==> config.mk <==
export PLATFORM = sky130hd
export DESIGN_NAME = divisor_count_compare_top
export DESIGN_NICKNAME = d
export VERILOG_FILES = /design/src/hdl/dcc_pkg.sv /design/src/hdl/dcc_rem_unit.sv /design/src/hdl/divisor_count_compare_top.sv
export SDC_FILE = /design/constraint.sdc
export NUM_CORES = 1
export LEC_CHECK = 0
export BUFFER_PORTS_ARGS = -buffer_cell sky130_fd_sc_hd__buf_2
export CAP_MARGIN = 20
export CORE_MARGIN = 1
export CORE_UTILIZATION = 59
export CTS_CLUSTER_SIZE = 25
export DETAILED_ROUTE_END_ITERATION = 10
export PLACE_DENSITY = 0.77
export REMOVE_ABC_BUFFERS = 1
export SYNTH_ARGS = -nofsm -noshare
export SYNTH_HDL_FRONTEND = slang
export SYNTH_HIERARCHICAL = 1
export SYNTH_SLANG_ARGS = --single-unit
==> constraint.sdc <==
create_clock -name clk_i -period 8.75 [get_ports clk_i]
set_input_delay 0.4375 -clock clk_i [delete_from_list [all_inputs] [get_ports clk_i]]
set_output_delay 0.4375 -clock clk_i [all_outputs]
set_load 0.005 [all_outputs]
==> src/hdl/dcc_pkg.sv <==
package dcc_pkg;

  localparam int unsigned VALUE_WIDTH_DEF = 16;
  localparam int unsigned COUNT_WIDTH     = 8;
  localparam int unsigned ORDER_WIDTH     = 2;

  localparam logic [ORDER_WIDTH-1:0] ORDER_LESS  = 2'd0;
  localparam logic [ORDER_WIDTH-1:0] ORDER_EQUAL = 2'd1;
  localparam logic [ORDER_WIDTH-1:0] ORDER_MORE  = 2'd2;

  typedef enum logic [2:0] {
    ST_IDLE,
    ST_START,
    ST_CHECK,
    ST_WAIT,
    ST_DONE
  } state_e;

  // result of one remainder operation
  typedef struct packed {
    logic done;
    logic zero;
  } rem_status_t;

endpackage

==> src/hdl/dcc_rem_unit.sv <==
module dcc_rem_unit #(
  parameter int unsigned VALUE_WIDTH = dcc_pkg::VALUE_WIDTH_DEF
) (
  input  logic                    clk_i,
  input  logic                    rst_ni,
  input  logic                    start_i,
  input  logic [VALUE_WIDTH-1:0]  dividend_i,
  input  logic [VALUE_WIDTH-1:0]  divisor_i,
  output dcc_pkg::rem_status_t    status_o
);

  localparam int unsigned CntW = $clog2(VALUE_WIDTH);

  logic                   busy_q, busy_d;
  logic                   done_q, done_d;
  logic [CntW-1:0]        cnt_q, cnt_d;
  logic [VALUE_WIDTH-1:0] rem_q, rem_d;
  logic [VALUE_WIDTH-1:0] quo_q, quo_d;
  logic [VALUE_WIDTH-1:0] dsr_q, dsr_d;
  logic [VALUE_WIDTH:0]   trial;
  logic [VALUE_WIDTH:0]   diff;
  logic                   take;

  // restoring step: bring down the next dividend bit, subtract if it fits
  assign trial = {rem_q, quo_q[VALUE_WIDTH-1]};
  assign diff  = trial - {1'b0, dsr_q};
  assign take  = trial >= {1'b0, dsr_q};

  always_comb begin
    busy_d = busy_q;
    done_d = 1'b0;
    cnt_d  = cnt_q;
    rem_d  = rem_q;
    quo_d  = quo_q;
    dsr_d  = dsr_q;
    if (start_i) begin
      busy_d = 1'b1;
      cnt_d  = CntW'(VALUE_WIDTH - 1);
      rem_d  = '0;
      quo_d  = dividend_i;
      dsr_d  = divisor_i;
    end else if (busy_q) begin
      rem_d = take ? diff[VALUE_WIDTH-1:0] : trial[VALUE_WIDTH-1:0];
      quo_d = {quo_q[VALUE_WIDTH-2:0], 1'b0};
      cnt_d = cnt_q - 1'b1;
      if (cnt_q == '0) begin
        busy_d = 1'b0;
        done_d = 1'b1;
      end
    end
  end

  always_ff @(posedge clk_i or negedge rst_ni) begin
    if (!rst_ni) begin
      busy_q <= 1'b0;
      done_q <= 1'b0;
      cnt_q  <= '0;
    end else begin
      busy_q <= busy_d;
      done_q <= done_d;
      cnt_q  <= cnt_d;
    end
  end

  always_ff @(posedge clk_i) begin
    rem_q <= rem_d;
    quo_q <= quo_d;
    dsr_q <= dsr_d;
  end

  assign status_o.done = done_q;
  assign status_o.zero = (rem_q == '0);

endmodule

==> src/hdl/divisor_count_compare_top.sv <==
// Counts the proper divisors of two unsigned values by trial division and
// reports both counts (saturated at 255) together with the order of the first
// count against the second. Candidates d = 1, 2, ... are tried while d*d <= n,
// each divisor d found adding itself and its partner n/d, or only itself when
// d*d = n; the square d*d is kept by running addition. Every candidate goes
// through one shared restoring remainder unit, and values below two skip the
// trial loop with a count of zero. The two values are handled one after the
// other. in_stall_o stays high while an item is being worked on; one finished
// result may wait in the output register while the next item is taken.
module divisor_count_compare_top #(
  parameter int unsigned VALUE_WIDTH = dcc_pkg::VALUE_WIDTH_DEF
) (
  input  logic                                 clk_i,
  input  logic                                 rst_ni,
  input  logic                                 in_valid_i,
  output logic                                 in_stall_o,
  input  logic [VALUE_WIDTH-1:0]               first_value_i,
  input  logic [VALUE_WIDTH-1:0]               second_value_i,
  output logic                                 out_valid_o,
  input  logic                                 out_stall_i,
  output logic [dcc_pkg::ORDER_WIDTH-1:0]      order_o,
  output logic [dcc_pkg::COUNT_WIDTH-1:0]      first_count_o,
  output logic [dcc_pkg::COUNT_WIDTH-1:0]      second_count_o
);

  localparam int unsigned W  = VALUE_WIDTH;
  localparam int unsigned CW = (W > dcc_pkg::COUNT_WIDTH) ? W : dcc_pkg::COUNT_WIDTH;

  dcc_pkg::state_e     state_q, state_d;
  dcc_pkg::rem_status_t rem_status;

  logic         sel_q, sel_d;
  logic [W-1:0] val_a_q, val_a_d;
  logic [W-1:0] val_b_q, val_b_d;
  logic [W-1:0] d_q, d_d;
  logic [W+1:0] sq_q, sq_d;
  logic [W-1:0] total_q, total_d;
  logic [W-1:0] cnt_a_q, cnt_a_d;
  logic [W-1:0] cnt_b_q, cnt_b_d;

  logic                              out_valid_q, out_valid_d;
  logic [dcc_pkg::ORDER_WIDTH-1:0]   order_q, order_d;
  logic [dcc_pkg::COUNT_WIDTH-1:0]   first_count_q, first_count_d;
  logic [dcc_pkg::COUNT_WIDTH-1:0]   second_count_q, second_count_d;

  logic [W-1:0] n;
  logic         accept;
  logic         div_start;
  logic         fin;
  logic [W-1:0] fin_cnt;
  logic         load;
  logic [CW-1:0] cnt_a_ext, cnt_b_ext;

  assign n      = sel_q ? val_b_q : val_a_q;
  assign accept = in_valid_i && !in_stall_o;

  assign in_stall_o = (state_q != dcc_pkg::ST_IDLE);

  assign cnt_a_ext = CW'(cnt_a_q);
  assign cnt_b_ext = CW'(cnt_b_q);

  always_comb begin
    state_d   = state_q;
    sel_d     = sel_q;
    val_a_d   = val_a_q;
    val_b_d   = val_b_q;
    d_d       = d_q;
    sq_d      = sq_q;
    total_d   = total_q;
    cnt_a_d   = cnt_a_q;
    cnt_b_d   = cnt_b_q;
    div_start = 1'b0;
    fin       = 1'b0;
    fin_cnt   = '0;
    load      = 1'b0;

    unique case (state_q)
      dcc_pkg::ST_IDLE: begin
        if (accept) begin
          val_a_d = first_value_i;
          val_b_d = second_value_i;
          sel_d   = 1'b0;
          state_d = dcc_pkg::ST_START;
        end
      end
      dcc_pkg::ST_START: begin
        d_d     = W'(1);
        sq_d    = (W+2)'(1);
        total_d = '0;
        if (n < W'(2)) begin
          fin = 1'b1;
        end else begin
          state_d = dcc_pkg::ST_CHECK;
        end
      end
      dcc_pkg::ST_CHECK: begin
        if (sq_q > {2'b00, n}) begin
          // every found divisor pair is in; drop n itself
          fin     = 1'b1;
          fin_cnt = total_q - 1'b1;
        end else begin
          div_start = 1'b1;
          state_d   = dcc_pkg::ST_WAIT;
        end
      end
      dcc_pkg::ST_WAIT: begin
        if (rem_status.done) begin
          if (rem_status.zero) begin
            total_d = total_q + ((sq_q == {2'b00, n}) ? W'(1) : W'(2));
          end
          // (d+1)^2 = d^2 + 2d + 1
          sq_d    = sq_q + {1'b0, d_q, 1'b1};
          d_d     = d_q + 1'b1;
          state_d = dcc_pkg::ST_CHECK;
        end
      end
      dcc_pkg::ST_DONE: begin
        if (!out_valid_q || !out_stall_i) begin
          load    = 1'b1;
          state_d = dcc_pkg::ST_IDLE;
        end
      end
      default: state_d = dcc_pkg::ST_IDLE;
    endcase

    if (fin) begin
      if (!sel_q) begin
        cnt_a_d = fin_cnt;
        sel_d   = 1'b1;
        state_d = dcc_pkg::ST_START;
      end else begin
        cnt_b_d = fin_cnt;
        state_d = dcc_pkg::ST_DONE;
      end
    end
  end

  // output register
  always_comb begin
    out_valid_d    = out_valid_q;
    order_d        = order_q;
    first_count_d  = first_count_q;
    second_count_d = second_count_q;
    if (load) begin
      out_valid_d = 1'b1;
      if (cnt_a_q < cnt_b_q) begin
        order_d = dcc_pkg::ORDER_LESS;
      end else if (cnt_a_q == cnt_b_q) begin
        order_d = dcc_pkg::ORDER_EQUAL;
      end else begin
        order_d = dcc_pkg::ORDER_MORE;
      end
      first_count_d  = (cnt_a_ext > CW'(255)) ? '1 : cnt_a_ext[dcc_pkg::COUNT_WIDTH-1:0];
      second_count_d = (cnt_b_ext > CW'(255)) ? '1 : cnt_b_ext[dcc_pkg::COUNT_WIDTH-1:0];
    end else if (out_valid_q && !out_stall_i) begin
      out_valid_d = 1'b0;
    end
  end

  always_ff @(posedge clk_i or negedge rst_ni) begin
    if (!rst_ni) begin
      state_q     <= dcc_pkg::ST_IDLE;
      sel_q       <= 1'b0;
      out_valid_q <= 1'b0;
    end else begin
      state_q     <= state_d;
      sel_q       <= sel_d;
      out_valid_q <= out_valid_d;
    end
  end

  always_ff @(posedge clk_i) begin
    val_a_q        <= val_a_d;
    val_b_q        <= val_b_d;
    d_q            <= d_d;
    sq_q           <= sq_d;
    total_q        <= total_d;
    cnt_a_q        <= cnt_a_d;
    cnt_b_q        <= cnt_b_d;
    order_q        <= order_d;
    first_count_q  <= first_count_d;
    second_count_q <= second_count_d;
  end

  dcc_rem_unit #(
    .VALUE_WIDTH(VALUE_WIDTH)
  ) u_rem (
    .clk_i     (clk_i),
    .rst_ni    (rst_ni),
    .start_i   (div_start),
    .dividend_i(n),
    .divisor_i (d_q),
    .status_o  (rem_status)
  );

  assign out_valid_o    = out_valid_q;
  assign order_o        = order_q;
  assign first_count_o  = first_count_q;
  assign second_count_o = second_count_q;

endmodule

# Word level (Yosys, flattened, before mapping)
# Cells that the tools add are included.
# Widths: inputs -> output; s select.
[totals] regBits=191 inputBits=36 output_inout_bits=20 elab_cells=108
[classes] add_sub_neg=6 n_lt_le_gt_ge=6 n_eq_ne=13 n_mux=44 bitwise_logic=1 reduce_logical=19
[op_table] cell="$mux 16" count=9
[op_table] cell="$pmux 16 s2" count=2
[op_table] cell="$pmux 18 s2" count=1
[op_table] cell="$gt 16x8->1 const B" count=2
[op_table] cell="$mux 3" count=7
[op_table] cell="$add 18x17->18" count=1
[op_table] cell="$eq 18x16->1" count=1
[op_table] cell="$gt 18x16->1" count=1
[op_table] cell="$mux 1" count=18
[op_table] cell="$mux 18" count=1
[op_table] cell="$ge 17x16->1" count=1
[op_table] cell="$add 16x1->16 const B" count=1
[op_table] cell="$add 16x2->16" count=1
[op_table] cell="$eq 16x16->1" count=1
[op_table] cell="$logic_not 16->1" count=1
[op_table] cell="$lt 16x16->1" count=1
[op_table] cell="$lt 16x2->1 const B" count=1
[op_table] cell="$sub 16x1->16 const B" count=1
[op_table] cell="$sub 16x16->16" count=1
[op_table] cell="$pmux 3 s5" count=1
[op_table] cell="$ne 3x3->1 const B" count=4
[op_table] cell="$mux 4" count=2
[op_table] cell="$reduce_and 2->1" count=4
[op_table] cell="$eq 3x2->1 const B" count=2
[op_table] cell="other kinds (18)" count=24

# Depth between registers and ports, before layout
[logic_depth] depth_word=7 depth_mapped=15 mapped_depth_nobuf=12

# Hierarchy
# Netlist, hierarchy kept.
[modules_own_cells] mod="divisor_count_compare_top" instances=1 cells_per_inst=628 area_each_um2=7285.7 seq_area_each_um2=4088.9
[modules_own_cells] mod="dcc_rem_unit" instances=1 cells_per_inst=264 area_each_um2=2957.8 seq_area_each_um2=1431.4

# Least setup slack after synthesis
# Ideal clock, no wire load.
[synth_path] path_type="reg-to-reg" startpoint="reg sel_q" endpoint="reg u_rem.quo_q[10] (data pin)" setup_time_ps=260 arrival_ps=4078 required_time_ps=8490 slack_ps=4412 path_stages_with_launch=13 cell_sequence="dfrtp_1 -> clkbuf_1 -> buf_1 -> buf_2 -> mux2i_1 -> ha_1 -> nand4_1 -> or4_4 -> nor3_1 -> o21a_1 -> clkbuf_1 -> clkbuf_1 -> mux2_2"
[synth_via] elab_chain_cells=5
[synth_lines] element="from (decl)" line_no="divisor_count_compare_top.sv:32" rtl="logic sel_q, sel_d;"
[synth_lines] element="from (signal assigned)" line_no="divisor_count_compare_top.sv:167" rtl="sel_q <= sel_d;"
[synth_lines] element="$mux 16" line_no="divisor_count_compare_top.sv:54" rtl="assign n = sel_q ? val_b_q : val_a_q;"
[synth_lines] element="$gt 18x16->1" line_no="divisor_count_compare_top.sv:97" rtl="if (sq_q > {2'b00, n}) begin"
[synth_lines] element="$mux 1" line_no="divisor_count_compare_top.sv:97"
[synth_lines] element="$mux 1" line_no="divisor_count_compare_top.sv:77" rtl="unique case (state_q)"
[synth_lines] element="net div_start" line_no="divisor_count_compare_top.sv:48" rtl="logic div_start;"
[synth_lines] element="$mux 16" line_no="dcc_rem_unit.sv:36" rtl="if (start_i) begin"
[synth_lines] element="net u_rem.quo_d[10]" line_no="dcc_rem_unit.sv:18" rtl="logic [VALUE_WIDTH-1:0] quo_q, quo_d;"
[synth_lines] element="to (signal assigned)" line_no="dcc_rem_unit.sv:67" rtl="quo_q <= quo_d;"
[synth_lines] element="to (decl)" line_no="dcc_rem_unit.sv:18"
# The timed path passes the listed nets, and every way through them passes these cells.
# A chain may end at the register's enable or synchronous reset.

# Worst setup path after layout
[layout_path] startpoint="reg sel_q" endpoint="reg u_rem.quo_q[0] (enable)"
[layout_via] elab_chain_cells=5
[layout_lines] element="$mux 16" line_no="divisor_count_compare_top.sv:54"
[layout_lines] element="$gt 18x16->1" line_no="divisor_count_compare_top.sv:97"
[layout_lines] element="$mux 1" line_no="divisor_count_compare_top.sv:97"
[layout_lines] element="$mux 1" line_no="divisor_count_compare_top.sv:77"
[layout_lines] element="net div_start" line_no="divisor_count_compare_top.sv:48"
[layout_lines] element="$reduce_bool 2->1 (no source line)"
# The timed path passes the listed nets, and every way through them passes these cells.

==> out/qor.csv <==
metric;value;unit
outcome;finished clean;
pwr/cell area;376.0;mW/mm^2
fin nets;1057;
Final Cell Area;0.01137;mm^2
fillcell total;1207;
worst slew pin tran;1.055;ns
HPWL Detailed;14150;um
final max-slew violation count;0;
top cells by area, synth;edfxtp_1, ha_1, dfxtp_1;
Routed WL;19360;um
CP endpoint kind;flip-flop;
clk buf depth;2;
antenna cell count;0;
die area;0.01789;mm^2
fin util;67.85;%
placed cell area;0.01073;mm^2
Overall Global Routing Usage;23.17;%
RSZ-0062 raised after global routing;no;
Main synth FF type;edfxtp_1;
synth unique cells;72;
Synth Register Bits;191;
Sink Count;191;
Rows;47;
I/O pins;56;
DRC Markers;0;
VDD IR max;248.7;uV
number of global-route vias before repair;6499;
register area share after synthesis;53.89;%
Max Fanout on Critical Path;23;
share of cells above drive strength 1;14.35;%
remaining global-route overflow;0;
setup TNS;0;ns
CTS tree;done;
Die Width;133.8;um
clk root buf;clkbuf_16;
routed len/inst;16.38;um
startpoint types;flip-flop;
synth warn;6;
# setup viols final;0;
Area Growth Syn to Fin;11.02;%
gpl congestion;0.8511;
hold path endpoint;val_b_q[7]$_DFFE_PP_;
post-synth top area share;48.08;%
Min-Delay Path Depth;1;
Hold WC Path Type;in -> reg;
clock latency on the worst-skew pair;0.43;ns
Critical R2R Capture;u_rem/quo_q[0]$_SDFFCE_PN0P_;
pin count of the biggest net entering global routing;45;
reg-to-reg slack, setup;4.28;ns
GRT Max-Usage Layer;met2;
Die Ht;133.8;um
Worst path max stage delay;1.04;ns
syn_area_per_cell;11.48;um^2
met3 Use GR;4.300;%
fmax;0.2236;GHz
slew margin rel.;29.64;%
total of max-cap violations;0;
global-route wire length before repair;32040;um
met1 Resource Use GR;31.17;%
Static Leak;4.545;nW
Critical Path RT;8.84;ns
commonest cells after routing, fill and taps aside;edfxtp_1, nor2_1, inv_1;
Design Power;4.276;mW
Post-Route Skew;0.009384;ns
GR Util met2;36.90;%
min cycle time layout;4.472;ns
Critical Path AT;4.56;ns
reg2reg start;sel_q$_DFF_PN0_;
via count;6795;
number of synthesized flops with an enable pin;164;
antenna violations before repair;0;
H-tree depth;4;
crit path kind;reg -> reg;
Reg2Reg Depth;9;
first drt pass iteration count;5;
vias per cell;5.749;
min-delay src;second_value_i[7];
Final ANT Viol Nets;0;
core footprint;0.01676;mm^2
Worst path slowest cell;dfrtp_1;
CTS buffer count;17;
CP cell instances;mux2i_1 -> ha_1 -> nand4_1 -> or4_4 -> o31ai_1 -> nor3_1 -> o21a_1 -> nor2_1 -> inv_2;
Syn Inst Count;892;
post-synthesis async set-or-reset flop share;5.759;%
IO Port Bufs;55;
Clock transition at path regs;0.07;ns
Initial DRC Count;496;
Starting Density;61.12;%
post-synth top area cell;edfxtp_1;
Mapped Area;0.01024;mm^2
Hold Fails Final Rpt;0;
Final Cycle Share;51.11;%
most common cell after layout, fill and taps aside;edfxtp_1;
## sequential cells by signal, summed over array words and instances (netlist names)
register,flops
sq_q,18
cnt_a_ext,16
cnt_b_ext,16
d_q,16
total_q,16
u_rem/dsr_q,16
u_rem/quo_q,16
u_rem/rem_q,16
val_a_q,16
val_b_q,16
first_count_o,8
second_count_o,8
u_rem/cnt_q,4
state_q,3
order_o,2
out_valid_o,1
sel_q,1
u_rem/busy_q,1
u_rem/done_q,1
## stage by stage
step	hold WS, ns	setup WS (ns)	cells
2_1_floorplan	0.1419	4.392	864
3_3_place_gp	0.3284	4.426	1145
5_1_grt	0.1572	3.820	1182
6_report	0.1744	4.278	1182
3_5_place_dp	0.3218	4.271	1146
4_1_cts	0.1583	4.250	1179
## where the power goes
part | leakage [nW] | switching [mW] | total (mW) | internal (mW)
clock network | 0.285 | 0.357 | 0.763 | 0.406
registers | 1.81 | 0.283 | 1.71 | 1.42
logic | 2.45 | 1.03 | 1.81 | 0.777
total | 4.54 | 1.67 | 4.28 | 2.61
## area by class of cell
type	count	area [um^2]	share of cell area [%]
Sequential cell	191	5520	48.54
Multi-Input combinational cell	602	4340	38.17
Clock buffer	17	425.4	3.741
Timing Repair Buffer	66	377.9	3.323
Tap cell	220	275.3	2.420
Inverter	71	266.5	2.343
Clock inverter	15	166.4	1.463
## cells by family after synthesis
family	Yosys count	synth area share (%)
compound gates	159	10.46
xor+xnor	56	4.788
fa+ha+maj	72	9.014
buf+inv	99	3.872
flops	191	53.89
mux	43	4.409
simple gates	272	13.57
## critical path, delay by kind of cell (launching register included)
| kind | cells | cell delay [ns] |
|---|---|---|
| AOI/OAI and AO/OA | 2 | 0.57 |
| and+or+nand+nor | 4 | 1.46 |
| buffers and inverters | 1 | 0.38 |
| DFF | 1 | 1.04 |
| muxes | 1 | 0.27 |
| adders and majority gates | 1 | 0.40 |
## metal layers
layer / vias to the layer above / part of all wire [%]
met4: 0 / 2.9
met5: - / 0
met3: 39 / 3.6
met2: 160 / 47
li1: 3396 / -
met1: 3200 / 46
## how the worst max path moves through the flow
stage | from | endpoint | slack (ns) | cells after the start
6_report | sel_q$_DFF_PN0_ | u_rem/quo_q[0]$_SDFFCE_PN0P_ | 4.28 | 9
5_1_grt | sel_q$_DFF_PN0_ | u_rem/quo_q[5]$_DFFE_PP_ | 3.82 | 9
4_1_cts | sel_q$_DFF_PN0_ | u_rem/quo_q[15]$_DFFE_PP_ | 4.25 | 9
3_5_place_dp | sel_q$_DFF_PN0_ | u_rem/quo_q[5]$_DFFE_PP_ | 4.27 | 9
3_3_place_gp | sel_q$_DFF_PN0_ | u_rem/quo_q[0]$_SDFFCE_PN0P_ | 4.43 | 9
2_1_floorplan | sel_q$_DFF_PN0_ | u_rem/quo_q[0]$_SDFFCE_PN0P_ | 4.39 | 8
## synth_stat cells (all sizes together), types with 3 or more instances
master	count
a211oi	8
a21boi	3
a21o	22
a21oi	49
a31oi	6
a32oi	4
and2	6
and3	11
and4	3
buf	6
clkbuf	22
dfrtp	11
dfxtp	16
edfxtp	164
fa	3
ha	69
inv	71
mux2	17
mux2i	26
nand2	47
nand2b	14
nand3	25
nand4	16
nor2	74
nor2b	9
nor3	15
nor3b	4
nor4	16
o21a	7
o21ai	30
o21bai	3
o31ai	6
or2	10
or3	17
xnor2	23
xor2	33
## timing repair
item / CTS / global route
hold buffers: 1 / 0
setup buffers: 0 / 0
endpoints found under the hold margin: 11 / 0
gates resized for setup: 0 / 0
(Power assumes the default switching activity.)
